File: src/rtl/rotation_matrix_to_quaternion_assert.svh
// assertion macros for the rotation matrix to quaternion block
`ifndef ROTATION_MATRIX_TO_QUATERNION_ASSERT_SVH
`define ROTATION_MATRIX_TO_QUATERNION_ASSERT_SVH
`ifndef SYNTH
`define RMQ_ASSERT_IMPLY(label, clk, rst_n, ante, cons) \
    label: assert property (@(posedge clk) disable iff (!rst_n) (ante) |-> (cons)) \
        else $error("rmq implication check failed");
`define RMQ_ASSERT_NEVER(label, clk, rst_n, expr) \
    label: assert property (@(posedge clk) disable iff (!rst_n) !(expr)) \
        else $error("rmq forbidden condition seen");
`else
`define RMQ_ASSERT_IMPLY(label, clk, rst_n, ante, cons)
`define RMQ_ASSERT_NEVER(label, clk, rst_n, expr)
`endif
`endif

File: src/rtl/rmq_pkg.sv
// shared types and constants for the rotation matrix to quaternion block
package rmq_pkg;
    localparam int FRAC_BITS  = 14;
    localparam int ONE        = 1 << FRAC_BITS;
    localparam int IN_W       = 16;
    localparam int NUM_W      = IN_W + 2;
    localparam int MAG_W      = IN_W + 1;
    localparam int ARG_W      = 17;
    localparam int ROOT_W     = 17;
    localparam int SQ_STAGES  = ROOT_W;
    localparam int SQ_V_W     = 2 * ROOT_W;
    localparam int SQ_REM_W   = ROOT_W + 4;
    localparam int Q_W        = 16;
    localparam int DIV_W      = MAG_W + FRAC_BITS;
    localparam int CMP_W      = ROOT_W + Q_W;
    localparam int DIV_STAGES = Q_W;
    localparam int LATENCY    = 1 + SQ_STAGES + 1 + DIV_STAGES + 1;

    typedef enum logic [1:0] {BR_W, BR_X, BR_Y, BR_Z} t_branch;

    typedef struct packed {
        logic signed [IN_W-1:0] m00;
        logic signed [IN_W-1:0] m01;
        logic signed [IN_W-1:0] m02;
        logic signed [IN_W-1:0] m10;
        logic signed [IN_W-1:0] m11;
        logic signed [IN_W-1:0] m12;
        logic signed [IN_W-1:0] m20;
        logic signed [IN_W-1:0] m21;
        logic signed [IN_W-1:0] m22;
    } t_in;

    typedef struct packed {
        logic signed [IN_W-1:0] quat_w;
        logic signed [IN_W-1:0] quat_x;
        logic signed [IN_W-1:0] quat_y;
        logic signed [IN_W-1:0] quat_z;
        logic                   out_of_range;
    } t_out;

    typedef struct packed {
        logic [ARG_W-1:0]           arg;
        logic                       arg_ok;
        t_branch                    branch;
        logic [2:0][NUM_W-1:0]      num;
    } t_front;

    typedef struct packed {
        logic [ROOT_W-1:0] s;
        logic [Q_W-1:0]    diag;
        logic              bad;
        t_branch           branch;
        logic [2:0]        neg;
    } t_side;
endpackage

File: src/rtl/rmq_front.sv
// axis flip, branch choice, sqrt argument and numerators
module rmq_front import rmq_pkg::*; (
    input  logic   i_clk,
    input  logic   i_rst_n,
    input  logic   i_vld,
    input  t_in    i_item,
    output logic   o_vld,
    output t_front o_front
);
    logic signed [NUM_W-1:0] w_x1, w_y2, w_z3, w_tr;
    logic signed [NUM_W:0]   w_arg;
    t_front n_front;
    t_front r_front;
    logic   r_vld;

    assign w_x1 = NUM_W'(i_item.m00);
    assign w_y2 = NUM_W'(i_item.m11);
    assign w_z3 = NUM_W'(i_item.m22);
    assign w_tr = w_x1 + w_y2 + w_z3;

    always_comb begin
        if (w_tr > 0) begin
            n_front.branch = BR_W;
            w_arg = (NUM_W+1)'(ONE) + (NUM_W+1)'(w_tr);
            n_front.num[0] = NUM_W'(i_item.m12) - NUM_W'(i_item.m21);
            n_front.num[1] = NUM_W'(i_item.m20) - NUM_W'(i_item.m02);
            n_front.num[2] = NUM_W'(i_item.m10) - NUM_W'(i_item.m01);
        end else if (i_item.m00 > i_item.m11 && i_item.m00 > i_item.m22) begin
            n_front.branch = BR_X;
            w_arg = (NUM_W+1)'(ONE) + (NUM_W+1)'(w_x1) - (NUM_W+1)'(w_y2)
                  - (NUM_W+1)'(w_z3);
            n_front.num[0] = NUM_W'(i_item.m12) - NUM_W'(i_item.m21);
            n_front.num[1] = NUM_W'(i_item.m01) + NUM_W'(i_item.m10);
            n_front.num[2] = -(NUM_W'(i_item.m02) + NUM_W'(i_item.m20));
        end else if (i_item.m11 > i_item.m22) begin
            n_front.branch = BR_Y;
            w_arg = (NUM_W+1)'(ONE) + (NUM_W+1)'(w_y2) - (NUM_W+1)'(w_x1)
                  - (NUM_W+1)'(w_z3);
            n_front.num[0] = NUM_W'(i_item.m20) - NUM_W'(i_item.m02);
            n_front.num[1] = NUM_W'(i_item.m01) + NUM_W'(i_item.m10);
            n_front.num[2] = -(NUM_W'(i_item.m12) + NUM_W'(i_item.m21));
        end else begin
            n_front.branch = BR_Z;
            w_arg = (NUM_W+1)'(ONE) + (NUM_W+1)'(w_z3) - (NUM_W+1)'(w_x1)
                  - (NUM_W+1)'(w_y2);
            n_front.num[0] = NUM_W'(i_item.m10) - NUM_W'(i_item.m01);
            n_front.num[1] = -(NUM_W'(i_item.m02) + NUM_W'(i_item.m20));
            n_front.num[2] = -(NUM_W'(i_item.m12) + NUM_W'(i_item.m21));
        end
        n_front.arg_ok = (w_arg > 0);
        n_front.arg    = n_front.arg_ok ? w_arg[ARG_W-1:0] : '0;
    end

    always_ff @(posedge i_clk) begin
        if (!i_rst_n) begin
            r_vld <= 1'b0;
        end else begin
            r_vld <= i_vld;
        end
    end

    always_ff @(posedge i_clk) begin
        r_front <= n_front;
    end

    assign o_vld   = r_vld;
    assign o_front = r_front;
endmodule

File: config.mk
export PLATFORM = sky130hd
export DESIGN_NAME = rmq_front
export DESIGN_NICKNAME = d
export VERILOG_FILES = /design/src/rtl/rotation_matrix_to_quaternion_assert.svh /design/src/rtl/rmq_pkg.sv /design/src/rtl/rmq_front.sv
export SDC_FILE = /design/constraint.sdc
export NUM_CORES = 1
export LEC_CHECK = 0
export BUFFER_PORTS_ARGS = -buffer_cell sky130_fd_sc_hd__buf_2
export CORE_AREA = 2 2 208 210
export CTS_CLUSTER_SIZE = 20
export DETAILED_ROUTE_END_ITERATION = 6
export DIE_AREA = 0 0 210 212
export PLACE_DENSITY = 0.55
export SYNTH_ARGS = -nofsm -noshare
export SYNTH_HDL_FRONTEND = slang
export SYNTH_SLANG_ARGS = --single-unit
File: constraint.sdc
create_clock -name i_clk -period 8.1 [get_ports i_clk]
set_input_delay 1.215 -clock i_clk [delete_from_list [all_inputs] [get_ports i_clk]]
set_output_delay 1.215 -clock i_clk [all_outputs]
set_load 0.02 [all_outputs]
# --- Word level (Yosys, flattened, before mapping) ---
# Cells that the tools add are included.
totals:
  regBits: 75
  in_bits: 147
  out_inout_bits: 75
  word_cells: 41
classes:
  add_sub_neg: 20
  order_cmp: 5
  n_mux: 6
  n_reduce_logical: 2
ops:
  columns: ["op", "count"]
  rows:
  - ["2-to-1 mux 55 bit", 2]
  - ["adder 16 x 16 -> 17 bit", 4]
  - ["2-to-1 mux 19 bit", 3]
  - ["subtractor 18 x 16 -> 19 bit", 3]
  - ["2-to-1 mux 54 bit", 1]
  - ["subtractor 17 x 16 -> 18 bit", 3]
  - ["adder 16 x 16 -> 17 bit, first input constant", 3]
  - ["subtractor 16 x 16 -> 17 bit", 3]
  - ["> comparator 16 bit", 3]
  - ["negation 17 -> 18 bit", 2]
  - ["adder 16 x 18 -> 19 bit, first input constant", 1]
  - ["> comparator 19 x 1 -> 1 bit, second input constant", 1]
  - ["adder 17 x 16 -> 18 bit", 1]
  - ["> comparator 18 x 1 -> 1 bit, second input constant", 1]
  - ["OR reduction 2 bit", 1]
  - ["logical AND 1 bit", 1]

# --- Logic depth before layout (Yosys ltp) ---
depth:
  ltp_word: 7
  ltp_mapped: 21
  depth_no_buf: 20

# --- Worst setup path before layout ---
# Ideal clock, no wire load.
synth_timing:
  path_type: "input port to flip-flop"
  from: "in i_item[1] (netlist bit)"
  to: "reg r_front (netlist bit o_front[56])"
  setup_time_ps: 131
  arrival_time_ps: 5015
  t_required_ps: 7969
  setup_slack_ps: 2955
  stages: 17
  path_buffers: 0
  path_cell_list: "fa_1 -> ha_1 -> fa_1 -> a21o_1 -> a21oi_1 -> o32ai_2 -> a211oi_2 -> o22ai_1 -> o31ai_1 -> a21bo_2 -> ha_1 -> nand3_1 -> nor2_1 -> a31o_2 -> o21a_1 -> a2111oi_1 -> a31oi_1"
synth_lines:
  columns: ["item", "line_no", "text"]
  rows:
  - ["start: declaration", "rmq_front.sv:6", "input t_in i_item,"]
  - ["end signal: assignment", "rmq_front.sv:63", "r_front <= n_front;"]
  - ["end: declaration", "rmq_front.sv:13", "t_front r_front;"]

==> impl_metrics.yaml <==
floorplanning:
  dieArea_um2: 44500
  io-pin-count: 222
  die_x_um: 210
  start_util_pct: 34.3
  core.rowCount: 76
  core_um2: 42500
  die_h_um: 212
timing:
  relSlewSlack_pct: 35.6
  whs_ns: 1.06
  rsz0062_at_grt: "no"
  setup_viol_count_final: 0
  drv_slew: 0
  postLayoutSetupSlackWorst_ns: 2.06
  tns_ns: 0
  worstMarginPinSlew_ns: 0.956
  finalCritPeriodShare_pct: 74.6
  min_period_ns: 6.04
  hold_violations: 0
  fmax_mhz: 166
synth:
  synth-seq-cells: 74
  synthesis.area_um2: 14600
  ys_types: 84
  post-synth-top-area-fraction_pct: 28.0
  synth_top_area_cell: "ha_1"
  async_flop_share_pct: 0
  seq_area_frac_synth_pct: 10.2
  yosysWarnings: 0
  syn-num-nets: 2339
  synth_edf_count: 0
  netlist_instances: 1788
  yosys-top-cells-area: "ha_1 28%, fa_1 11%, dfxtp_1 10%, inv_1 6.4%, xnor2_1 4.9%"
  syn_avg_cell_area_um2: 8.16
  ys.flop_type: "dfxtp_1"
critical_path:
  cp_max_fo: 68
  crit_required_ns: 8.33
  end_kind: "register"
  path_class: "in2reg"
  critPathArrivalTime_ns: 6.27
  start_kind: "primary input"
cells_and_area:
  instances_no_fill: 2543
  nets: 2542
  layout-drive-gt1-share_pct: 13.6
  area_delta_synth_final_pct: 13.7
  finalInstanceArea_um2: 16600
  final_core_util_pct: 39.0
outcome:
  status: "completed"
route:
  drc: 0
  vias: 12951
  drt_iter0_drc: 678
  final_antenna_net_count: 0
  routed_wl_um: 48000
  viasPerCell: 5.09
  avgRoutedWirePerCell_um: 18.9
  drt_first_pass_iters: 5
clock_network:
  htree_levels: 3
  clock_sinks: 74
  cts_tree: "yes"
  clockBufferDepth: 2
  root_buffer: "clkbuf_16"
  holdBufCountCts: 0
  cts_buffers: 9
  clkTransAtPathRegs_ns: 0.07
  cts-resized-gates: 0
  postCtsSetupRepairBufs: 0
power:
  switchingPower_mw: 1.72
  p_int_mw: 1.59
  power.leakage_nw: 8.38
  swShare_pct: 51.9
  power_mw: 3.30
  ir_drop_mv: 0.147
  seq_power_share_pct: 17.9
  p_clk_share_pct: 12.8
  power_density_nw_per_um2: 199
  combPwrFrac_pct: 69.3
global_routing:
  grt_overflow: 0
  grt_usage_pct: 21.5
  antenna_found_initial: 2
  grt_pass1_wl_um: 73300
  grt_pass1_vias: 13217
  grt_max_degree: 69
placed_design:
  dp_cells: 2526
  pre_cts_ws_ns: 1.66
  io_buffers: 221
  place_congestion: 0.951
  place_hpwl_um: 41000
  dpl_cell_area_um2: 16300
min_path:
  hold_path_depth: 2
  min_path_type: "in2reg"
job:
  cap_violations: 0
==> power groups by stage <==
stage / sequential (mW) / combinational (mW) / clock (mW)
floorplan: 0.770 / 1.34 / 0
global placement: 0.600 / 2.28 / 0
detailed placement: 0.598 / 2.27 / 0
CTS: 0.595 / 2.29 / 0.438
global route: 0.604 / 2.51 / 0.451
finish: 0.592 / 2.29 / 0.424
==> flip-flops by register name, indices dropped and copies added (netlist names) <==
signal	flops
o_vld	1
o_front	73
==> worst paths after layout <==
path	slack [ns]	startpoint	endpoint
worst max-delay path	2.06	i_item[1]	o_front[56]
worst min-delay path	1.06	i_vld	o_vld
==> cell usage in the layout (no fill, tap or decap), types with 42 or more instances in the layout <==
cell type	count
nand2_1	124
ha_1	326
inv_1	250
xor2_1	42
buf_2	221
dfxtp_1	74
o21ai_0	107
fa_1	78
xnor2_1	82
a21oi_1	118
nor2_1	114
==> synthesized netlist by cell type, types with 6 or more instances <==
cell	number
mux2i_1	28
buf_2	11
and3_1	7
nor2_1	114
a211oi_1	14
nor4_1	8
fa_1	78
o21a_1	19
o211ai_1	26
clkbuf_1	23
o31a_1	6
a21oi_1	118
o21bai_1	19
xnor2_1	82
o21ai_0	107
nand2b_1	16
dfxtp_1	74
a31oi_1	17
ha_1	326
inv_1	250
xor2_1	42
a21o_1	21
a22o_1	6
nand2_1	124
nor3_1	35
o41ai_1	7
nand4_1	6
nand3_1	34
or3_1	10
nor2b_1	40
==> layer usage <==
layer	share of wire, %	vias up	wire [um]	GRT usage, %
met3	4.2	72	1990	2.81
li1	-	6491	-	-
met1	44	6082	20900	26.7
met5	0	-	0	0
met2	48	306	23200	38.1
met4	3.9	0	1880	7.90
==> critical path, cell delays in order <==
cell and delay (ns):
buf_2 0.15, fa_1 0.48, ha_1 0.23, fa_1 0.47, a21o_1 0.21, a21oi_1 0.29, o32ai_2 0.19, a211oi_2 0.37
o22ai_1 0.18, o21ai_0 0.17, a21bo_2 0.19, ha_1 0.15, nand3_1 0.07, nor2_1 0.24, a31o_2 0.21, buf_4 0.60
o211ai_1 0.18, o21a_1 0.17, a2111oi_1 0.40, a31oi_1 0.13
==> logic make-up after synthesis <==
logic type | after synthesis | synth area share [%]
AO/OA/AOI/OAI | 446 | 20.1
XOR/XNOR | 126 | 7.67
adder cells (fa/ha/maj) | 404 | 38.7
buffers and inverters | 288 | 7.56
flip-flops | 74 | 10.2
multiplexers | 33 | 2.31
AND/OR/NAND/NOR | 417 | 13.5
==> cell type report <==
cell class | count | area, um2
Clock buffer | 9 | 225
Inverter | 250 | 938
Fill cell | 4435 | 25900
Antenna cell | 1 | 2.50
Multi-Input combinational cell | 1426 | 12000
Timing Repair Buffer | 230 | 1170
Clock inverter | 7 | 70.1
Sequential cell | 74 | 1480
Tap cell | 546 | 683
Power figures use the tool's default switching activity.
