**config.mk**
```make
export PLATFORM = sky130hd
export DESIGN_NAME = rmq_div
export DESIGN_NICKNAME = d
export VERILOG_FILES = /design/src/rtl/rotation_matrix_to_quaternion_assert.svh /design/src/rtl/rmq_pkg.sv /design/src/rtl/rmq_div.sv
export SDC_FILE = /design/constraint.sdc
export NUM_CORES = 2
export LEC_CHECK = 0
export CAP_MARGIN = 20
export CORE_ASPECT_RATIO = 0.7
export CORE_MARGIN = 8
export CORE_UTILIZATION = 55
export CTS_CLUSTER_SIZE = 40
export DETAILED_ROUTE_END_ITERATION = 10
export DONT_BUFFER_PORTS = 1
export PLACE_DENSITY = 0.81
export SLEW_MARGIN = 10
export SYNTH_ARGS = -nofsm -noshare
export SYNTH_HDL_FRONTEND = slang
export SYNTH_SLANG_ARGS = --single-unit
```
**constraint.sdc**
```tcl
create_clock -name i_clk -period 3.7 [get_ports i_clk]
set_clock_uncertainty 0.05 [all_clocks]
set_input_delay 0.185 -clock i_clk [delete_from_list [all_inputs] [get_ports i_clk]]
set_output_delay 0.185 -clock i_clk [all_outputs]
set_load 0.01 [all_outputs]
```
**src/rtl/rotation_matrix_to_quaternion_assert.svh**
```systemverilog
// assertion macros for the rotation matrix to quaternion block
`ifndef ROTATION_MATRIX_TO_QUATERNION_ASSERT_SVH
`define ROTATION_MATRIX_TO_QUATERNION_ASSERT_SVH
`ifndef SYNTH
`define RMQ_ASSERT_IMPLY(label, clk, rst_n, ante, cons) \
    label: assert property (@(posedge clk) disable iff (!rst_n) (ante) |-> (cons)) \
        else $error("rmq implication check failed");
`define RMQ_ASSERT_NEVER(label, clk, rst_n, expr) \
    label: assert property (@(posedge clk) disable iff (!rst_n) !(expr)) \
        else $error("rmq forbidden condition seen");
`else
`define RMQ_ASSERT_IMPLY(label, clk, rst_n, ante, cons)
`define RMQ_ASSERT_NEVER(label, clk, rst_n, expr)
`endif
`endif

```
**src/rtl/rmq_pkg.sv**
```systemverilog
// shared types and constants for the rotation matrix to quaternion block
package rmq_pkg;
    localparam int FRAC_BITS  = 14;
    localparam int ONE        = 1 << FRAC_BITS;
    localparam int IN_W       = 16;
    localparam int NUM_W      = IN_W + 2;
    localparam int MAG_W      = IN_W + 1;
    localparam int ARG_W      = 17;
    localparam int ROOT_W     = 17;
    localparam int SQ_STAGES  = ROOT_W;
    localparam int SQ_V_W     = 2 * ROOT_W;
    localparam int SQ_REM_W   = ROOT_W + 4;
    localparam int Q_W        = 16;
    localparam int DIV_W      = MAG_W + FRAC_BITS;
    localparam int CMP_W      = ROOT_W + Q_W;
    localparam int DIV_STAGES = Q_W;
    localparam int LATENCY    = 1 + SQ_STAGES + 1 + DIV_STAGES + 1;

    typedef enum logic [1:0] {BR_W, BR_X, BR_Y, BR_Z} t_branch;

    typedef struct packed {
        logic signed [IN_W-1:0] m00;
        logic signed [IN_W-1:0] m01;
        logic signed [IN_W-1:0] m02;
        logic signed [IN_W-1:0] m10;
        logic signed [IN_W-1:0] m11;
        logic signed [IN_W-1:0] m12;
        logic signed [IN_W-1:0] m20;
        logic signed [IN_W-1:0] m21;
        logic signed [IN_W-1:0] m22;
    } t_in;

    typedef struct packed {
        logic signed [IN_W-1:0] quat_w;
        logic signed [IN_W-1:0] quat_x;
        logic signed [IN_W-1:0] quat_y;
        logic signed [IN_W-1:0] quat_z;
        logic                   out_of_range;
    } t_out;

    typedef struct packed {
        logic [ARG_W-1:0]           arg;
        logic                       arg_ok;
        t_branch                    branch;
        logic [2:0][NUM_W-1:0]      num;
    } t_front;

    typedef struct packed {
        logic [ROOT_W-1:0] s;
        logic [Q_W-1:0]    diag;
        logic              bad;
        t_branch           branch;
        logic [2:0]        neg;
    } t_side;
endpackage

```
**src/rtl/rmq_div.sv**
```systemverilog
// three-lane pipelined restoring divider, one quotient bit per stage
module rmq_div import rmq_pkg::*; (
    input  logic                  i_clk,
    input  logic                  i_rst_n,
    input  logic                  i_vld,
    input  t_side                 i_side,
    input  logic [2:0][DIV_W-1:0] i_dvd,
    output logic                  o_vld,
    output t_side                 o_side,
    output logic [2:0][Q_W-1:0]   o_q,
    output logic [2:0]            o_ovf
);
    logic [2:0][DIV_W-1:0] w_rem_in [DIV_STAGES];
    logic [2:0][Q_W-1:0]   w_q_in [DIV_STAGES];
    logic [2:0]            w_ovf_in [DIV_STAGES];
    t_side                 w_side_in [DIV_STAGES];
    logic                  w_vld_in [DIV_STAGES];
    logic [2:0][DIV_W-1:0] n_rem [DIV_STAGES];
    logic [2:0][Q_W-1:0]   n_q [DIV_STAGES];
    logic [2:0]            n_ovf [DIV_STAGES];
    logic [2:0][DIV_W-1:0] r_rem [DIV_STAGES];
    logic [2:0][Q_W-1:0]   r_q [DIV_STAGES];
    logic [2:0]            r_ovf [DIV_STAGES];
    t_side                 r_side [DIV_STAGES];
    logic                  r_vld [DIV_STAGES];

    for (genvar j = 0; j < DIV_STAGES; j++) begin : g_stage
        localparam int B = Q_W - 1 - j;

        if (j == 0) begin : g_first
            assign w_rem_in[j]  = i_dvd;
            assign w_q_in[j]    = '0;
            assign w_ovf_in[j]  = '0;
            assign w_side_in[j] = i_side;
            assign w_vld_in[j]  = i_vld;
        end else begin : g_next
            assign w_rem_in[j]  = r_rem[j-1];
            assign w_q_in[j]    = r_q[j-1];
            assign w_ovf_in[j]  = r_ovf[j-1];
            assign w_side_in[j] = r_side[j-1];
            assign w_vld_in[j]  = r_vld[j-1];
        end

        for (genvar l = 0; l < 3; l++) begin : g_lane
            logic [CMP_W-1:0] w_ext;
            logic [CMP_W-1:0] w_sub;
            logic             w_ge;

            assign w_ext = CMP_W'(w_rem_in[j][l]);
            assign w_sub = CMP_W'(w_side_in[j].s) << B;
            assign w_ge  = (w_ext >= w_sub);
            assign n_rem[j][l] = w_ge ? DIV_W'(w_ext - w_sub) : w_rem_in[j][l];
            assign n_q[j][l]   = w_q_in[j][l] | (Q_W'(w_ge) << B);
            if (j == 0) begin : g_ovf
                // quotient would need more than Q_W bits
                assign n_ovf[j][l] = (w_ext >= {w_side_in[j].s, {Q_W{1'b0}}});
            end else begin : g_keep
                assign n_ovf[j][l] = w_ovf_in[j][l];
            end
        end

        always_ff @(posedge i_clk) begin
            if (!i_rst_n) begin
                r_vld[j] <= 1'b0;
            end else begin
                r_vld[j] <= w_vld_in[j];
            end
        end

        always_ff @(posedge i_clk) begin
            r_rem[j]  <= n_rem[j];
            r_q[j]    <= n_q[j];
            r_ovf[j]  <= n_ovf[j];
            r_side[j] <= w_side_in[j];
        end
    end

    assign o_vld  = r_vld[DIV_STAGES-1];
    assign o_side = r_side[DIV_STAGES-1];
    assign o_q    = r_q[DIV_STAGES-1];
    assign o_ovf  = r_ovf[DIV_STAGES-1];
endmodule

```
# ---- After elaboration in Yosys (flattened, before gate mapping)
# Memories as Yosys holds them, arrays and structs flattened.
# Cells that the tools add are included.
dict set report totals {
  ff_bits 0
  latchBits 0
  input_bits 135
  romBits 0
  ram_bits 2944
  word_cells 231
  mem_count 5
}
# memory words width read_ports rd_clocked_by_memory_dff wr line_no
set mem_list {}
lappend mem_list {r_rem 16 93 15 0 16 rmq_div.sv:21} ;# logic [2:0][DIV_W-1:0] r_rem [DIV_STAGES];
lappend mem_list {r_q 16 48 16 0 16 rmq_div.sv:22} ;# logic [2:0][Q_W-1:0] r_q [DIV_STAGES];
lappend mem_list {r_side 16 39 16 0 16 rmq_div.sv:24} ;# t_side r_side [DIV_STAGES];
lappend mem_list {r_ovf 16 3 16 0 16 rmq_div.sv:23} ;# logic [2:0] r_ovf [DIV_STAGES];
lappend mem_list {r_vld 16 1 16 0 16 rmq_div.sv:25} ;# logic r_vld [DIV_STAGES];
dict set report classes {
  n_shift 0
  multipliers 0
  reduce_logical 0
  n_eq_ne 0
  mux 66
  div_mod_pow 0
  bitwise 61
  magnitude_cmp 51
  addsub 48
}
# cell count
set op_table {}
lappend op_table {{$mux W31} 48}
lappend op_table {{$sub A31 B31 Y31} 6}
lappend op_table {{$ge A31 B33 Y1} 3}
lappend op_table {{$ge A31 B32 Y1} 3}
lappend op_table {{$ge A31 B17 Y1} 3}
lappend op_table {{$ge A31 B18 Y1} 3}
lappend op_table {{$ge A31 B19 Y1} 3}
lappend op_table {{$ge A31 B20 Y1} 3}
lappend op_table {{$ge A31 B21 Y1} 3}
lappend op_table {{$ge A31 B22 Y1} 3}
lappend op_table {{$ge A31 B23 Y1} 3}
lappend op_table {{$ge A31 B24 Y1} 3}
lappend op_table {{$ge A31 B25 Y1} 3}
lappend op_table {{$ge A31 B26 Y1} 3}
lappend op_table {{$ge A31 B27 Y1} 3}
lappend op_table {{$ge A31 B28 Y1} 3}
lappend op_table {{$ge A31 B29 Y1} 3}
lappend op_table {{$ge A31 B30 Y1} 3}
lappend op_table {{$ge A31 B31 Y1} 3}
lappend op_table {{$sub A31 B17 Y31} 3}
lappend op_table {{$sub A31 B18 Y31} 3}
lappend op_table {{$sub A31 B19 Y31} 3}
lappend op_table {{$sub A31 B20 Y31} 3}
lappend op_table {{$sub A31 B21 Y31} 3}
lappend op_table {{other kinds (26)} 106}

# ---- Logic depth before layout (Yosys ltp)
# An unclocked memory read counts as a cell.
dict set report logic_depth {
  word_depth 3
  depth_mapped 15
  ltp_nobuf 14
}

# ---- Worst setup path before layout
# Ideal clock, no wire load.
dict set report synth_timing {
  path_type {register to register}
  startpoint {memory r_side[1][22] (netlist bit)}
  endpoint {memory r_rem[0][272] (netlist bit)}
  setup_ns 0.121
  stages_incl_launch_ff 13
  slack_ns 0.585
  n_path_buf 1
  arrival_ns 2.944
  path_cell_list {dfxtp_1 ha_1 fa_1 nand2b_1 a21oi_1 o31a_1 o211ai_1 a21oi_1 a31oi_1 o31a_1 o21ai_2 buf_4 mux2_2}
}
# item line_no
set synth_rtl {}
lappend synth_rtl {{start, declared} rmq_div.sv:24}
lappend synth_rtl {{end, declared} rmq_div.sv:21}

==> flow_summary.json <==
{
  "final_nets": 11970,
  "setup_viol": 2,
  "grt_max_degree": 38,
  "synth_ff_type": "dfxtp_1",
  "yosysSeqAreaShare": 0.4829,
  "worstSetupPathType": "register to register",
  "pwr-share-seq": 0.365,
  "endpoint_kind": "register",
  "tightest_slew_ns": 1.035,
  "fmax_mhz": 267.7,
  "tritoncts": "yes",
  "cp.arrival_ns": 4.39,
  "coreArea_um2": 187200,
  "period_minus_slack_ns": 3.736,
  "fin_crit_sh": 1.010,
  "relSlewSlack": 0.3088,
  "powerDensity_nw_per_um2": 928.2,
  "p_leak_nw": 51.24,
  "io_buffers": 0,
  "synth-edff-count": 0,
  "dp_hpwl_um": 266200,
  "violations": "setup timing",
  "rsz0062_at_grt": "true",
  "initial_utilization": 0.5517,
  "wl_per_cell_um": 24.75,
  "ys_ff_latch": 2491,
  "yosysTopAreaCell": "dfxtp_1",
  "path_cells": "inv_1 > ha_1 > nor2b_1 > o31a_1 > o21ai_0 > a31oi_1 > buf_4 > a31oi_1 > o21ai_2 > buf_4 > buf_4 > a21oi_1",
  "final_area_um2": 119100,
  "crit_family": "compound AO/OA/AOI/OAI gates",
  "cp_max_fo": 16,
  "cts_buffer_depth": 4,
  "tns_ns": -0.03750,
  "place_area_um2": 108100,
  "synth_most_common_cell": "dfxtp_1",
  "clock-sinks": 2491,
  "viasPerCell": 5.964,
  "p_int_mw": 68.97,
  "p_sw_mw": 41.60,
  "peakVddDrop_mv": 0.5601,
  "syn_avg_cell_area_um2": 9.998,
  "synth_warnings": 0,
  "synthesis.nets": 11370,
  "final_max_slew_viol_count": 0,
  "max_stage_delay_ns": 0.42,
  "die_x_um": 533.9,
  "setup_ws_ns": -0.03584,
  "start_kind": "register",
  "worst_path_max_delay_cell": "dfxtp_1",
  "route.detailed.drc": 0,
  "switching_share": 0.3763,
  "nFillCells": 14810,
  "vias": 81390,
  "ys_async_sr_fraction": 0,
  "synth_area_um2": 103300,
  "combPwrFrac": 0.405,
  "clkLatencyLatePin_ns": 0.87,
  "yosys-top-cells-count": "dfxtp_1, ha_1, a21oi_1",
  "grt_usage": 0.3201,
  "pin_count": 226,
  "power_frac_clock": 0.230,
  "first_pass_iters": 7,
  "hold_path_class": "primary input to register",
  "die_area_um2": 202100,
  "hold_viol_final": 0,
  "overflow": 0,
  "htreeDepth": 4,
  "crit_required_ns": 4.35,
  "path_buf_inv": 4,
  "ant_nets": 0,
  "path_clk_slew_ns": 0.06,
  "row_count": 133,
  "fp.dieH_um": 378.6,
  "drive_gt1_frac": 0.09829,
  "cp_common_cell": "buf_4",
  "synthTopCellsByArea": "dfxtp_1, ha_1, xnor2_1",
  "drt_iter0_drc": 10220,
  "grt_pass1_vias": 76520,
  "grt_pass1_wl_um": 490100,
  "synth_cell_types": 112,
  "drv_cap": 0,
  "yosysTopAreaCellShare": 0.4829,
  "syn_inst": 10330,
  "status": "complete, but fails checks",
  "syn_to_final_growth_pct": 15.35,
  "place_congestion": 1.065,
  "antenna_found_initial": 39,
  "cts_root_buffer": "clkbuf_16",
  "cts-buffers-inserted": 230,
  "drt-total-wl_um": 337700
}
## routing by layer
metal	track usage	wire length, um
met1	0.5063	163600
met2	0.3757	112500
met3	0.1643	56940
met4	0.04672	4505
met5	0.005168	243
## placed cells by master (no fill, tap or decap), drive strengths merged, types with 202 or more instances in the layout
cell type    Yosys  routed
a21o           288     288
a21oi          739     739
buf             65     294
clkbuf         111     297
dfxtp         2491    2491
dlygate4sd3      0     254
ha             858     858
inv            555     569
mux2           249     249
nand2          685     685
nor2           696     696
nor3           202     202
o21ai          648     648
xnor2          491     491
xor2           337     337
## metrics by stage
| stage | instances | setup WS [ns] | total power [mW] | hold WS (ns) | utilization |
|---|---|---|---|---|---|
| floorplan | 10330 | 0.5852 | 70.14 | 0.1627 | - |
| global placement | 12930 | 0.1205 | 82.16 | 0.1628 | 0.5776 |
| detailed placement | 12930 | 0.03996 | 83.03 | 0.1628 | 0.5776 |
| CTS | 13600 | 0.03352 | 109.0 | 0.002507 | 0.6341 |
| global route | 13620 | -0.005091 | 116.6 | 0.04406 | 0.6359 |
| finish | 13650 | -0.03584 | 110.6 | 0.07851 | 0.6363 |
## worst paths after layout
path / from / to / slack [ns] / depth (start not counted)
worst max-delay path: r_side[13][24] / r_rem[1][604] / -0.04 / 12
worst min-delay path: i_dvd[81] / r_rem[0][81] / 0.08 / 2
worst max register to register: r_side[13][24] / r_rem[1][604] / -0.04 / 12
worst min register to register: r_q[1][181] / r_q[1][229] / 0.22 / 0
## power groups by stage
stage | combinational [mW] | clock (mW) | sequential (mW)
after global placement | 41.7 | 0 | 40.5
after floorplan | 32.3 | 0 | 37.8
after global routing | 48.9 | 26.8 | 40.9
after CTS | 43.3 | 25.7 | 40.1
final | 44.8 | 25.4 | 40.4
after detailed placement | 42.5 | 0 | 40.5
## state kept, by name (all words and copies together), names as in the netlist
| signal | count |
|---|---|
| r_ovf | 48 |
| r_vld | 16 |
| r_rem | 1395 |
| r_side | 624 |
| r_q | 408 |
## final cells by class
| type | instances | area, um^2 | area share |
|---|---|---|---|
| diodes | 30 | 75.07 | 0.0006302 |
| inverters | 555 | 2102 | 0.01765 |
| clock inverters | 120 | 1682 | 0.01412 |
| multi-input cells | 7109 | 50810 | 0.4265 |
| well taps | 2497 | 3124 | 0.02623 |
| clock buffers | 297 | 6351 | 0.05331 |
| repair buffers | 548 | 5110 | 0.04289 |
| flip-flops and latches | 2491 | 49870 | 0.4187 |
## what timing repair did
action / CTS / global route
hold endpoints to repair: 154 / 1
endpoints found under the setup margin: 0 / 131
resized for setup: 0 / 36
buffers inserted: 0 / 16
hold buffers: 254 / 1
## cells by family after synthesis
family                   Yosys count  synth area share
AO/OA/AOI/OAI                   2419            0.1475
XOR/XNOR                         828           0.07022
adder cells (fa/ha/maj)          903            0.1127
buffers and inverters            731           0.02733
flip-flops                      2491            0.4829
multiplexers                     277           0.02986
AND/OR/NAND/NOR                 2681            0.1296
No activity file was read; power rests on OpenSTA's default activity.
