### config.mk
export PLATFORM = sky130hd
export DESIGN_NAME = rmq_sqrt
export DESIGN_NICKNAME = d
export VERILOG_FILES = /design/src/rtl/rotation_matrix_to_quaternion_assert.svh /design/src/rtl/rmq_pkg.sv /design/src/rtl/rmq_sqrt.sv
export SDC_FILE = /design/constraint.sdc
export NUM_CORES = 1
export LEC_CHECK = 0
export BUFFER_PORTS_ARGS = -buffer_cell sky130_fd_sc_hd__buf_2
export CAP_MARGIN = 20
export CORE_MARGIN = 2
export CORE_UTILIZATION = 53
export CTS_CLUSTER_SIZE = 10
export DETAILED_ROUTE_END_ITERATION = 10
export GPL_TIMING_DRIVEN = 0
export PLACE_DENSITY = 0.73
export SLEW_MARGIN = 40
export SYNTH_ARGS = -nofsm -noshare
export SYNTH_HDL_FRONTEND = slang
export SYNTH_SLANG_ARGS = --single-unit
### constraint.sdc
create_clock -name i_clk -period 2.4 [get_ports i_clk]
set_input_delay 0.12 -clock i_clk [delete_from_list [all_inputs] [get_ports i_clk]]
set_output_delay 0.12 -clock i_clk [all_outputs]
set_load 0.05 [all_outputs]
### src/rtl/rotation_matrix_to_quaternion_assert.svh
// assertion macros for the rotation matrix to quaternion block
`ifndef ROTATION_MATRIX_TO_QUATERNION_ASSERT_SVH
`define ROTATION_MATRIX_TO_QUATERNION_ASSERT_SVH
`ifndef SYNTH
`define RMQ_ASSERT_IMPLY(label, clk, rst_n, ante, cons) \
    label: assert property (@(posedge clk) disable iff (!rst_n) (ante) |-> (cons)) \
        else $error("rmq implication check failed");
`define RMQ_ASSERT_NEVER(label, clk, rst_n, expr) \
    label: assert property (@(posedge clk) disable iff (!rst_n) !(expr)) \
        else $error("rmq forbidden condition seen");
`else
`define RMQ_ASSERT_IMPLY(label, clk, rst_n, ante, cons)
`define RMQ_ASSERT_NEVER(label, clk, rst_n, expr)
`endif
`endif

### src/rtl/rmq_pkg.sv
// shared types and constants for the rotation matrix to quaternion block
package rmq_pkg;
    localparam int FRAC_BITS  = 14;
    localparam int ONE        = 1 << FRAC_BITS;
    localparam int IN_W       = 16;
    localparam int NUM_W      = IN_W + 2;
    localparam int MAG_W      = IN_W + 1;
    localparam int ARG_W      = 17;
    localparam int ROOT_W     = 17;
    localparam int SQ_STAGES  = ROOT_W;
    localparam int SQ_V_W     = 2 * ROOT_W;
    localparam int SQ_REM_W   = ROOT_W + 4;
    localparam int Q_W        = 16;
    localparam int DIV_W      = MAG_W + FRAC_BITS;
    localparam int CMP_W      = ROOT_W + Q_W;
    localparam int DIV_STAGES = Q_W;
    localparam int LATENCY    = 1 + SQ_STAGES + 1 + DIV_STAGES + 1;

    typedef enum logic [1:0] {BR_W, BR_X, BR_Y, BR_Z} t_branch;

    typedef struct packed {
        logic signed [IN_W-1:0] m00;
        logic signed [IN_W-1:0] m01;
        logic signed [IN_W-1:0] m02;
        logic signed [IN_W-1:0] m10;
        logic signed [IN_W-1:0] m11;
        logic signed [IN_W-1:0] m12;
        logic signed [IN_W-1:0] m20;
        logic signed [IN_W-1:0] m21;
        logic signed [IN_W-1:0] m22;
    } t_in;

    typedef struct packed {
        logic signed [IN_W-1:0] quat_w;
        logic signed [IN_W-1:0] quat_x;
        logic signed [IN_W-1:0] quat_y;
        logic signed [IN_W-1:0] quat_z;
        logic                   out_of_range;
    } t_out;

    typedef struct packed {
        logic [ARG_W-1:0]           arg;
        logic                       arg_ok;
        t_branch                    branch;
        logic [2:0][NUM_W-1:0]      num;
    } t_front;

    typedef struct packed {
        logic [ROOT_W-1:0] s;
        logic [Q_W-1:0]    diag;
        logic              bad;
        t_branch           branch;
        logic [2:0]        neg;
    } t_side;
endpackage

### src/rtl/rmq_sqrt.sv
// pipelined integer square root, one root bit per stage
module rmq_sqrt import rmq_pkg::*; (
    input  logic              i_clk,
    input  logic              i_rst_n,
    input  logic              i_vld,
    input  t_front            i_front,
    output logic              o_vld,
    output t_front            o_front,
    output logic [ROOT_W-1:0] o_root
);
    logic [SQ_REM_W-1:0] w_rem_in [SQ_STAGES];
    logic [ROOT_W-1:0]   w_root_in [SQ_STAGES];
    logic [SQ_V_W-1:0]   w_v_in [SQ_STAGES];
    t_front              w_fr_in [SQ_STAGES];
    logic                w_vld_in [SQ_STAGES];
    logic [SQ_REM_W-1:0] w_sh [SQ_STAGES];
    logic [SQ_REM_W-1:0] w_trial [SQ_STAGES];
    logic                w_ge [SQ_STAGES];
    logic [SQ_REM_W-1:0] n_rem [SQ_STAGES];
    logic [ROOT_W-1:0]   n_root [SQ_STAGES];
    logic [SQ_V_W-1:0]   n_v [SQ_STAGES];
    logic [SQ_REM_W-1:0] r_rem [SQ_STAGES];
    logic [ROOT_W-1:0]   r_root [SQ_STAGES];
    logic [SQ_V_W-1:0]   r_v [SQ_STAGES];
    t_front              r_fr [SQ_STAGES];
    logic                r_vld [SQ_STAGES];

    for (genvar k = 0; k < SQ_STAGES; k++) begin : g_stage
        if (k == 0) begin : g_first
            assign w_rem_in[k]  = '0;
            assign w_root_in[k] = '0;
            assign w_v_in[k]    = {{(SQ_V_W-ARG_W-FRAC_BITS-2){1'b0}}, i_front.arg,
                                   {(FRAC_BITS+2){1'b0}}};
            assign w_fr_in[k]   = i_front;
            assign w_vld_in[k]  = i_vld;
        end else begin : g_next
            assign w_rem_in[k]  = r_rem[k-1];
            assign w_root_in[k] = r_root[k-1];
            assign w_v_in[k]    = r_v[k-1];
            assign w_fr_in[k]   = r_fr[k-1];
            assign w_vld_in[k]  = r_vld[k-1];
        end

        // bring down the next two bits, try root*4+1
        assign w_sh[k]    = {w_rem_in[k][SQ_REM_W-3:0], w_v_in[k][SQ_V_W-1 -: 2]};
        assign w_trial[k] = SQ_REM_W'({w_root_in[k], 2'b01});
        assign w_ge[k]    = (w_sh[k] >= w_trial[k]);
        assign n_rem[k]   = w_ge[k] ? (w_sh[k] - w_trial[k]) : w_sh[k];
        assign n_root[k]  = {w_root_in[k][ROOT_W-2:0], w_ge[k]};
        assign n_v[k]     = {w_v_in[k][SQ_V_W-3:0], 2'b00};

        always_ff @(posedge i_clk) begin
            if (!i_rst_n) begin
                r_vld[k] <= 1'b0;
            end else begin
                r_vld[k] <= w_vld_in[k];
            end
        end

        always_ff @(posedge i_clk) begin
            r_rem[k]  <= n_rem[k];
            r_root[k] <= n_root[k];
            r_v[k]    <= n_v[k];
            r_fr[k]   <= w_fr_in[k];
        end
    end

    assign o_vld   = r_vld[SQ_STAGES-1];
    assign o_front = r_fr[SQ_STAGES-1];
    assign o_root  = r_root[SQ_STAGES-1];
endmodule

---- Word-level counts from Yosys, hierarchy flattened ----
Memory sizes are Yosys's and may differ from the RTL's.
Cells that the tools add are included.
word-level totals
  logic and storage cells ................. 92
  memories ................................ 5
  bits in registers ....................... 0
  output and inout port bits .............. 92
  bits of input ports ..................... 77
  memory bits (writable) .................. 2465
memories
  name    depth  width  rd ports  clocked after memory_dff  write ports  RTL line        text
  r_fr    17     74     17        0                         17           rmq_sqrt.sv:25  t_front r_fr [SQ_STAGES];
  r_v     17     32     16        0                         17           rmq_sqrt.sv:24  logic [SQ_V_W-1:0] r_v [SQ_STAGES];
  r_rem   17     21     16        0                         17           rmq_sqrt.sv:22  logic [SQ_REM_W-1:0] r_rem [SQ_STAGES];
  r_root  17     17     17        0                         17           rmq_sqrt.sv:23  logic [ROOT_W-1:0] r_root [SQ_STAGES];
  r_vld   17     1      17        0                         17           rmq_sqrt.sv:26  logic r_vld [SQ_STAGES];
operators by class
  muxes and demuxes ....................... 36
  add/subtract/negate cells ............... 17
  bitwise logic cells ..................... 17
  magnitude comparators ................... 17
operators by type and width
  operator               count
  $mux W21               17
  $ge A21 B19 Y1         16
  $sub A21 B19 Y21       16
  $mux W1                19
  $or A1 B1 Y1           17
  $sub A1 B1 Y2 const B  1
  $ge A1 B1 Y1 const B   1

---- Logic depth before layout (Yosys ltp) ----
Gate-level depths: netlist of run 1.
An unclocked memory read counts as a cell.
  word-level depth ........................ 3
  gate-level depth with buffers ........... 11
  mapped depth without buffers ............ 10

---- Least setup slack after synthesis of run 1 ----
No wires, ideal clock.
  path kind ............................... register to register
  start point ............................. memory r_root[14][4], in the netlist r_root[1][106]
  end point ............................... memory r_rem[0][317] (netlist bit)
  buffers on the path ..................... 1
  stages on the path, launching flop included .. 10
  arrival ................................. 2409 ps
  setup slack ............................. -130 ps
  required time ........................... 2279 ps
  cell sequence ........................... dfxtp_1 inv_1 ha_1 and3_1 a211oi_2 o22ai_1 a2111o_1 nor2_1 buf_2 mux2_2
RTL lines
  what             RTL line
  start, declared  rmq_sqrt.sv:23
  end, declared    rmq_sqrt.sv:22

==> impl_metrics.env, run 1 <==
export IMPL_ys_seq_area_share_pct=75.43
export IMPL_wl_per_cell_um=14.28
export IMPL_final_nets=4148
export IMPL_dr_pass1_iters=5
export IMPL_grt_max_degree=17
export IMPL_internal_power_w=0.04737
export IMPL_netlist_area_um2=44590
export IMPL_path_class="flop to flop"
export IMPL_synth_largest_area_cell="dfxtp_1"
export IMPL_die_y_um=294.1
export IMPL_status="finished, violations left"
export IMPL_comb_power_share_pct=9.1
export IMPL_synth_warnings=0
export IMPL_use_met1_pct=15.60
export IMPL_synth_cell_types=74
export IMPL_clkPwrFrac_pct=39.1
export IMPL_cp_max_fo=7
export IMPL_place_inst=4590
export IMPL_syn_nets=3580
export IMPL_cts_buffers=187
export IMPL_grt_pass1_vias=24336
export IMPL_vdd_drop_max_v=0.0009373
export IMPL_ys_top_cells_by_count="dfxtp_1 (1680), inv_1 (191), ha_1 (154)"
export IMPL_avgSynthCellArea_um2=13.34
export IMPL_p_sw_w=0.01444
export IMPL_ys_async_sr_fraction_pct=0
export IMPL_fin_crit_ps=2472
export IMPL_yosys_register_bits=1680
export IMPL_antenna_found_initial=0
export IMPL_drv_slew=0
export IMPL_synthCells=3342
export IMPL_cts_clk_slew_worst_paths_ps=50
export IMPL_violations="negative setup slack"
export IMPL_setup_ws_ps=-72.39
export IMPL_ctsRootBufferMaster="clkbuf_16"
export IMPL_synth_area_leaders="dfxtp_1 (75%), ha_1 (4.3%), xnor2_1 (2.0%)"
export IMPL_grt_total_usage_pct=16.50
export IMPL_min_path_type="input pin to flop"
export IMPL_period_share_pct=103.0
export IMPL_ios=169
export IMPL_clock_fmax_ghz=0.4045
export IMPL_drive_gt1_share_pct=20.12
export IMPL_skew_ps=36.00
export IMPL_htree_levels=4
export IMPL_synth_edf_count=0
export IMPL_place_congestion=0.8938
export IMPL_synth_top_cell_area_share_pct=75.43
export IMPL_pre_cts_slack_ps=-554.0
export IMPL_endpoint_kind="flop"
export IMPL_busiest_layer="met2"
export IMPL_port_buffers=168
export IMPL_relSlewSlack_pct=55.86
export IMPL_core_um2=83420
export IMPL_cts_tree="yes"
export IMPL_yosys_most_used_dff="dfxtp_1"
export IMPL_ant_nets=0
export IMPL_worstSkewPairLatency_ps=750
export IMPL_drt_iter0_drc=631
export IMPL_fin_setup_tns_ps=-222.1
export IMPL_rsz0062_at_grt="yes"
export IMPL_p_leak_nw=24.34
export IMPL_seq_power_share_pct=51.8
export IMPL_clockBufferDepth=3
export IMPL_swShare_pct=23.36
export IMPL_routed_wl_mm=71.63
export IMPL_syn_to_final_growth_pct=23.89
export IMPL_yosysMostFrequentCell="dfxtp_1"
export IMPL_drv_cap=0
export IMPL_power_density_nw_per_um2=1119
export IMPL_met2_usage_pct=32.71
export IMPL_worst_ep_required_time_ps=3020
export IMPL_die_area_um2=86470
export IMPL_met3_usage_pct=4.192
export IMPL_drc=0
export IMPL_start_util_pct=53.45
export IMPL_grt_pass1_wl_mm=114.0
export IMPL_diodes=0
export IMPL_vias_per_cell=4.659
export IMPL_setup_viol=10
export IMPL_clock_sinks=1680
export IMPL_dieWidth_um=294.1
export IMPL_finalHoldViolCount=0
export IMPL_instances_no_fill=5016
export IMPL_dp_hpwl_mm=39.97
export IMPL_tightest_slew_ps=657.0
export IMPL_vias=23370
export IMPL_grt_overflow=0
export IMPL_rows=106
export IMPL_start_kind="flop"
export IMPL_cp_arrival_ps=3090
## layout make-up
type                       count  area (um^2)
timing repair buffer         388         2893
clock buffer                 199         4777
multi-input combinational   1362        10740
buffer                       100        759.5
tap                         1080         1351
sequential                  1680        33670
clock inverter                16        330.3
fill                        5798        28180
inverter                     191        719.4
## cell usage in the layout (no fill, tap or decap), drive strengths merged, types with 23 or more instances in the layout
master	n
a21o	31
nand3	32
nor4	37
nand2b	23
ha	154
and2	27
dlygate4sd3	151
xnor2	100
mux2	36
o21a	27
a21oi	138
nor2	144
nand2	133
o21ai	111
nor3	43
inv	196
clkbuf	209
dfxtp	1680
nor2b	24
buf	327
xor2	87
## per-layer routing
metal  vias to the layer above  routed length [um]
met5                         -                   0
met4                         0                2185
met3                       146                2518
li1                      12000                   -
met2                       394               40330
met1                     10830               26600
## worst max-delay path: stages, from the launching register on
cell and delay, ps:
dfxtp_4 370, ha_4 250, a211oi_4 280, o31ai_4 90, o211ai_1 260, nand3_1 170, or3_4 460, clkbuf_16 190
mux2_2 260
## sequential cells by signal, indices dropped and copies added, names as in the netlist
name and count:
r_fr 1257, r_rem 269, r_root 137, r_vld 17
## final timing paths
check	slack (ps)	from	cells past startpoint	end
hold / removal	190	i_rst_n	3	r_vld[9]$_DFF_P_
setup / recovery	-70	r_rem[0][273]$_SDFF_PP0_	8	r_rem[0][304]$_DFF_P_
hold reg to reg	300	r_fr[0][880]$_DFF_P_	0	r_fr[0][954]$_DFF_P_
setup reg to reg	-70	r_rem[0][273]$_SDFF_PP0_	8	r_rem[0][304]$_DFF_P_
## power by group through the flow
stage | Clock (W) | Sequential [W] | Combinational, W
after global placement | 0 | 0.0323 | 0.00460
after CTS | 0.0249 | 0.0319 | 0.00530
after detailed placement | 0 | 0.0324 | 0.00467
final | 0.0241 | 0.0320 | 0.00564
after floorplan | 0 | 0.0320 | 0.00376
after global routing | 0.0260 | 0.0323 | 0.00626
## through the flow
step	instance area [um^2]	hold slack, ps	util (%)	power [W]
after CTS	54440	137.3	65.26	0.06206
after detailed placement	46810	223.6	56.11	0.03706
after global placement	46810	221.7	56.11	0.03689
final	55240	188.8	66.22	0.06181
after floorplan	44620	147.7	-	0.03580
after global routing	55240	183.3	66.22	0.06459
## cells by family (layout without fill, tap and decap cells)
group	Yosys count	in the layout	share of synthesized area (%)
AO/OA/AOI/OAI	416	416	5.696
other	1	1	0.008410
flip-flops	1680	1680	75.43
adder cells (fa/ha/maj)	161	161	4.636
XOR/XNOR	187	187	3.673
AND/OR/NAND/NOR	558	558	6.395
multiplexers	39	39	0.9765
buffers and inverters	300	894	3.188
## repair_timing
action | in CTS | in global routing
buffers inserted | 41 | 25
hold buffers | 151 | 0
endpoints found under the hold margin | 91 | 0
pin swaps | 55 | 66
gates resized for setup | 171 | 145
cloned | 2 | 1
setup endpoints to repair | 202 | 184
Power figures use the tool's default switching activity.
==> inputs of run 2 (changes only) <==
--- a/config.mk
+++ b/config.mk
@@ -8,11 +8,11 @@
 export BUFFER_PORTS_ARGS = -buffer_cell sky130_fd_sc_hd__buf_2
 export CAP_MARGIN = 20
 export CORE_MARGIN = 2
-export CORE_UTILIZATION = 53
+export CORE_UTILIZATION = 59
 export CTS_CLUSTER_SIZE = 10
 export DETAILED_ROUTE_END_ITERATION = 10
 export GPL_TIMING_DRIVEN = 0
-export PLACE_DENSITY = 0.73
+export PLACE_DENSITY = 0.77
 export SLEW_MARGIN = 40
 export SYNTH_ARGS = -nofsm -noshare
 export SYNTH_HDL_FRONTEND = slang
==> constraint.sdc (replaced) <==
create_clock -name i_clk -period 2.75 [get_ports i_clk]
set_input_delay 0.1375 -clock i_clk [delete_from_list [all_inputs] [get_ports i_clk]]
set_output_delay 0.1375 -clock i_clk [all_outputs]
set_load 0.05 [all_outputs]
==> run 2 against run 1 <==
  * The run now ends clean
  * First-iteration DRC count is 25% higher
  * Clock-buffer cell count is 5 lower
  * Flip-flop and latch count stayed put
  * Fmax is 7.3% lower
  * Combinational power is 23% lower
  * Die area is 10% lower
  * Worst hold slack worse by 140 ps
  * Utilization is 5.4 points higher
==> impl_metrics.env, run 2 (synthesis results as in run 1) <==
export IMPL_syn_to_final_growth_pct=19.76
export IMPL_p_sw_w=0.01269
export IMPL_routed_wl_mm=74.56
export IMPL_use_met1_pct=17.88
export IMPL_timing_critical_path_from="r_root[1][102]$_DFF_P_"
export IMPL_dr_pass1_iters=5
export IMPL_cp_arrival_ps=3310
export IMPL_clock_fmax_ghz=0.3748
export IMPL_place_congestion=0.8913
export IMPL_core_um2=74570
export IMPL_port_buffers=168
export IMPL_grt_max_degree=19
export IMPL_start_kind="flop"
export IMPL_diodes=0
export IMPL_clockBufferDepth=3
export IMPL_fin_setup_tns_ps=0
export IMPL_reg2reg_setup_slack_ps=80
export IMPL_reg_top3="r_fr (1257), r_rem (269), r_root (137)"
export IMPL_final_nets=4070
export IMPL_worstSkewPairLatency_ps=790
export IMPL_r2r_end="r_rem[0][331]$_DFF_P_"
export IMPL_ant_nets=0
export IMPL_top_register="r_fr"
export IMPL_power_density_nw_per_um2=1004
export IMPL_htree_levels=4
export IMPL_dp_hpwl_mm=40.91
export IMPL_endpoint_kind="flop"
export IMPL_min_path_type="input pin to flop"
export IMPL_grt_total_usage_pct=19.37
export IMPL_wl_per_cell_um=15.46
export IMPL_seq_power_share_pct=52.0
export IMPL_relSlewSlack_pct=52.49
export IMPL_die_y_um=278.9
export IMPL_fin_crit_ps=2668
export IMPL_drc=0
export IMPL_drv_cap=0
export IMPL_path_class="flop to flop"
export IMPL_final_area_um2=53400
export IMPL_ctsRootBufferMaster="clkbuf_16"
export IMPL_placed_cell_area_um2=46640
export IMPL_start_util_pct=59.79
export IMPL_rows=100
export IMPL_vias=23282
export IMPL_vdd_drop_max_v=0.0007983
export IMPL_tightest_slew_ps=707.2
export IMPL_whs_path_depth=2
export IMPL_vias_per_cell=4.827
export IMPL_rr_startpoint="r_root[1][102]$_DFF_P_"
export IMPL_met2_usage_pct=39.48
export IMPL_busiest_layer="met2"
export IMPL_met3_usage_pct=3.883
export IMPL_comb_power_share_pct=8.1
export IMPL_skew_ps=103.3
export IMPL_p_leak_nw=23.83
export IMPL_cp_max_fo=3
export IMPL_antenna_found_initial=0
export IMPL_worst_ep_required_time_ps=3390
export IMPL_reg2reg_depth=10
export IMPL_clock_sinks=1680
export IMPL_internal_power_w=0.04091
export IMPL_period_share_pct=97.02
export IMPL_cp_endpoint="r_rem[0][331]$_DFF_P_"
export IMPL_ios=169
export IMPL_grt_overflow=0
export IMPL_cts_buffers=187
export IMPL_swShare_pct=23.67
export IMPL_rsz0062_at_grt="no"
export IMPL_cts_clk_slew_worst_paths_ps=50
export IMPL_fill_cells=4838
export IMPL_drv_slew=0
export IMPL_clkPwrFrac_pct=40.0
export IMPL_dieWidth_um=278.9
export IMPL_setup_viol=0
export IMPL_drt_iter0_drc=787
export IMPL_layout_commonest_cell="dfxtp_1"
export IMPL_finalHoldViolCount=0
export IMPL_grt_pass1_vias=24706
export IMPL_largest_reg_flops=1257
export IMPL_die_area_um2=77790
export IMPL_cts_tree="yes"
export IMPL_final_cell_mix="dfxtp_1 (1680), inv_1 (191), clkbuf_16 (187), buf_2 (175), ha_1 (153)"
export IMPL_grt_pass1_wl_mm=119.2
export IMPL_drive_gt1_share_pct=14.63
export IMPL_status="completed"
[run 2: cell types whose count changed in the layout (fill, tap and decap cells not counted), sizes merged]
cell         change
inv              -2
dlygate4sd3     -16
clkbuf           -1
clkinv           +3
buf             -66
[run 2: what timing repair did]
action | 4_1_cts | 5_1_grt
endpoints found under the setup margin | 103 | 86
pin swaps | 3 | 7
setup buffers | 2 | 2
hold buffers | 135 | 0
endpoints found under the hold margin | 91 | 0
gates resized for setup | 29 | 38
[run 2: critical path, stage by stage, from the launching register on]
cell and delay, ps:
dfxtp_1 320, inv_1 40, ha_1 220, fa_1 430, a21o_1 220, a221oi_2 380
o21bai_1 120, a21oi_1 380, a31oi_1 180, xnor2_1 150, o21ai_0 130
[run 2: cell type report]
type	instances	area [um^2]	share of cell area, %
sequential	1680	33630	62.98
inverter	191	716.9	1.343
timing repair buffer	307	2222	4.161
clock inverter	17	432.9	0.8107
clock buffer	194	4736	8.868
buffer	103	715.7	1.340
multi-input combinational	1362	9733	18.23
tap	969	1212	2.270
[run 2: worst min path at each step]
stage                startpoint             endpoint  slack (ps)
floorplan            i_front[0]   r_fr[0][0]$_DFF_P_         170
global placement    i_front[33]  r_fr[0][33]$_DFF_P_         240
detailed placement  i_front[65]  r_fr[0][65]$_DFF_P_         240
CTS                 i_front[16]  r_fr[0][16]$_DFF_P_         0.5
global route        i_front[40]  r_fr[0][40]$_DFF_P_          20
finish              i_front[40]  r_fr[0][40]$_DFF_P_          50
[run 2: power by group through the flow]
stage / clock (W) / combinational [W] / sequential, W
finish: 0.0214 / 0.00433 / 0.0278
global route: 0.0229 / 0.00484 / 0.0281
CTS: 0.0219 / 0.00427 / 0.0278
detailed placement: 0 / 0.00404 / 0.0283
global placement: 0 / 0.00396 / 0.0282
floorplan: 0 / 0.00326 / 0.0280
[run 2: layer usage]
layer | part of all wire (%) | routed length [um]
met1 | 36 | 26700
met3 | 3.2 | 2378
met4 | 3.5 | 2625
met2 | 57 | 42850
met5 | 0 | 0
[run 2: metrics by stage]
| step | cells | total power, W | hold slack (ps) | setup slack, ps | utilization, % |
|---|---|---|---|---|---|
| 2_1_floorplan | 3342 | 0.03122 | 165.2 | 220.2 | - |
| 3_3_place_gp | 4479 | 0.03212 | 239.3 | -462.0 | 62.55 |
| 3_5_place_dp | 4479 | 0.03230 | 241.1 | -444.9 | 62.55 |
| 4_1_cts | 4826 | 0.05395 | 0.4672 | 9.085 | 71.41 |
| 5_1_grt | 4823 | 0.05582 | 15.33 | 0.1632 | 71.61 |
| 6_report | 4823 | 0.05360 | 53.40 | 81.83 | 71.61 |
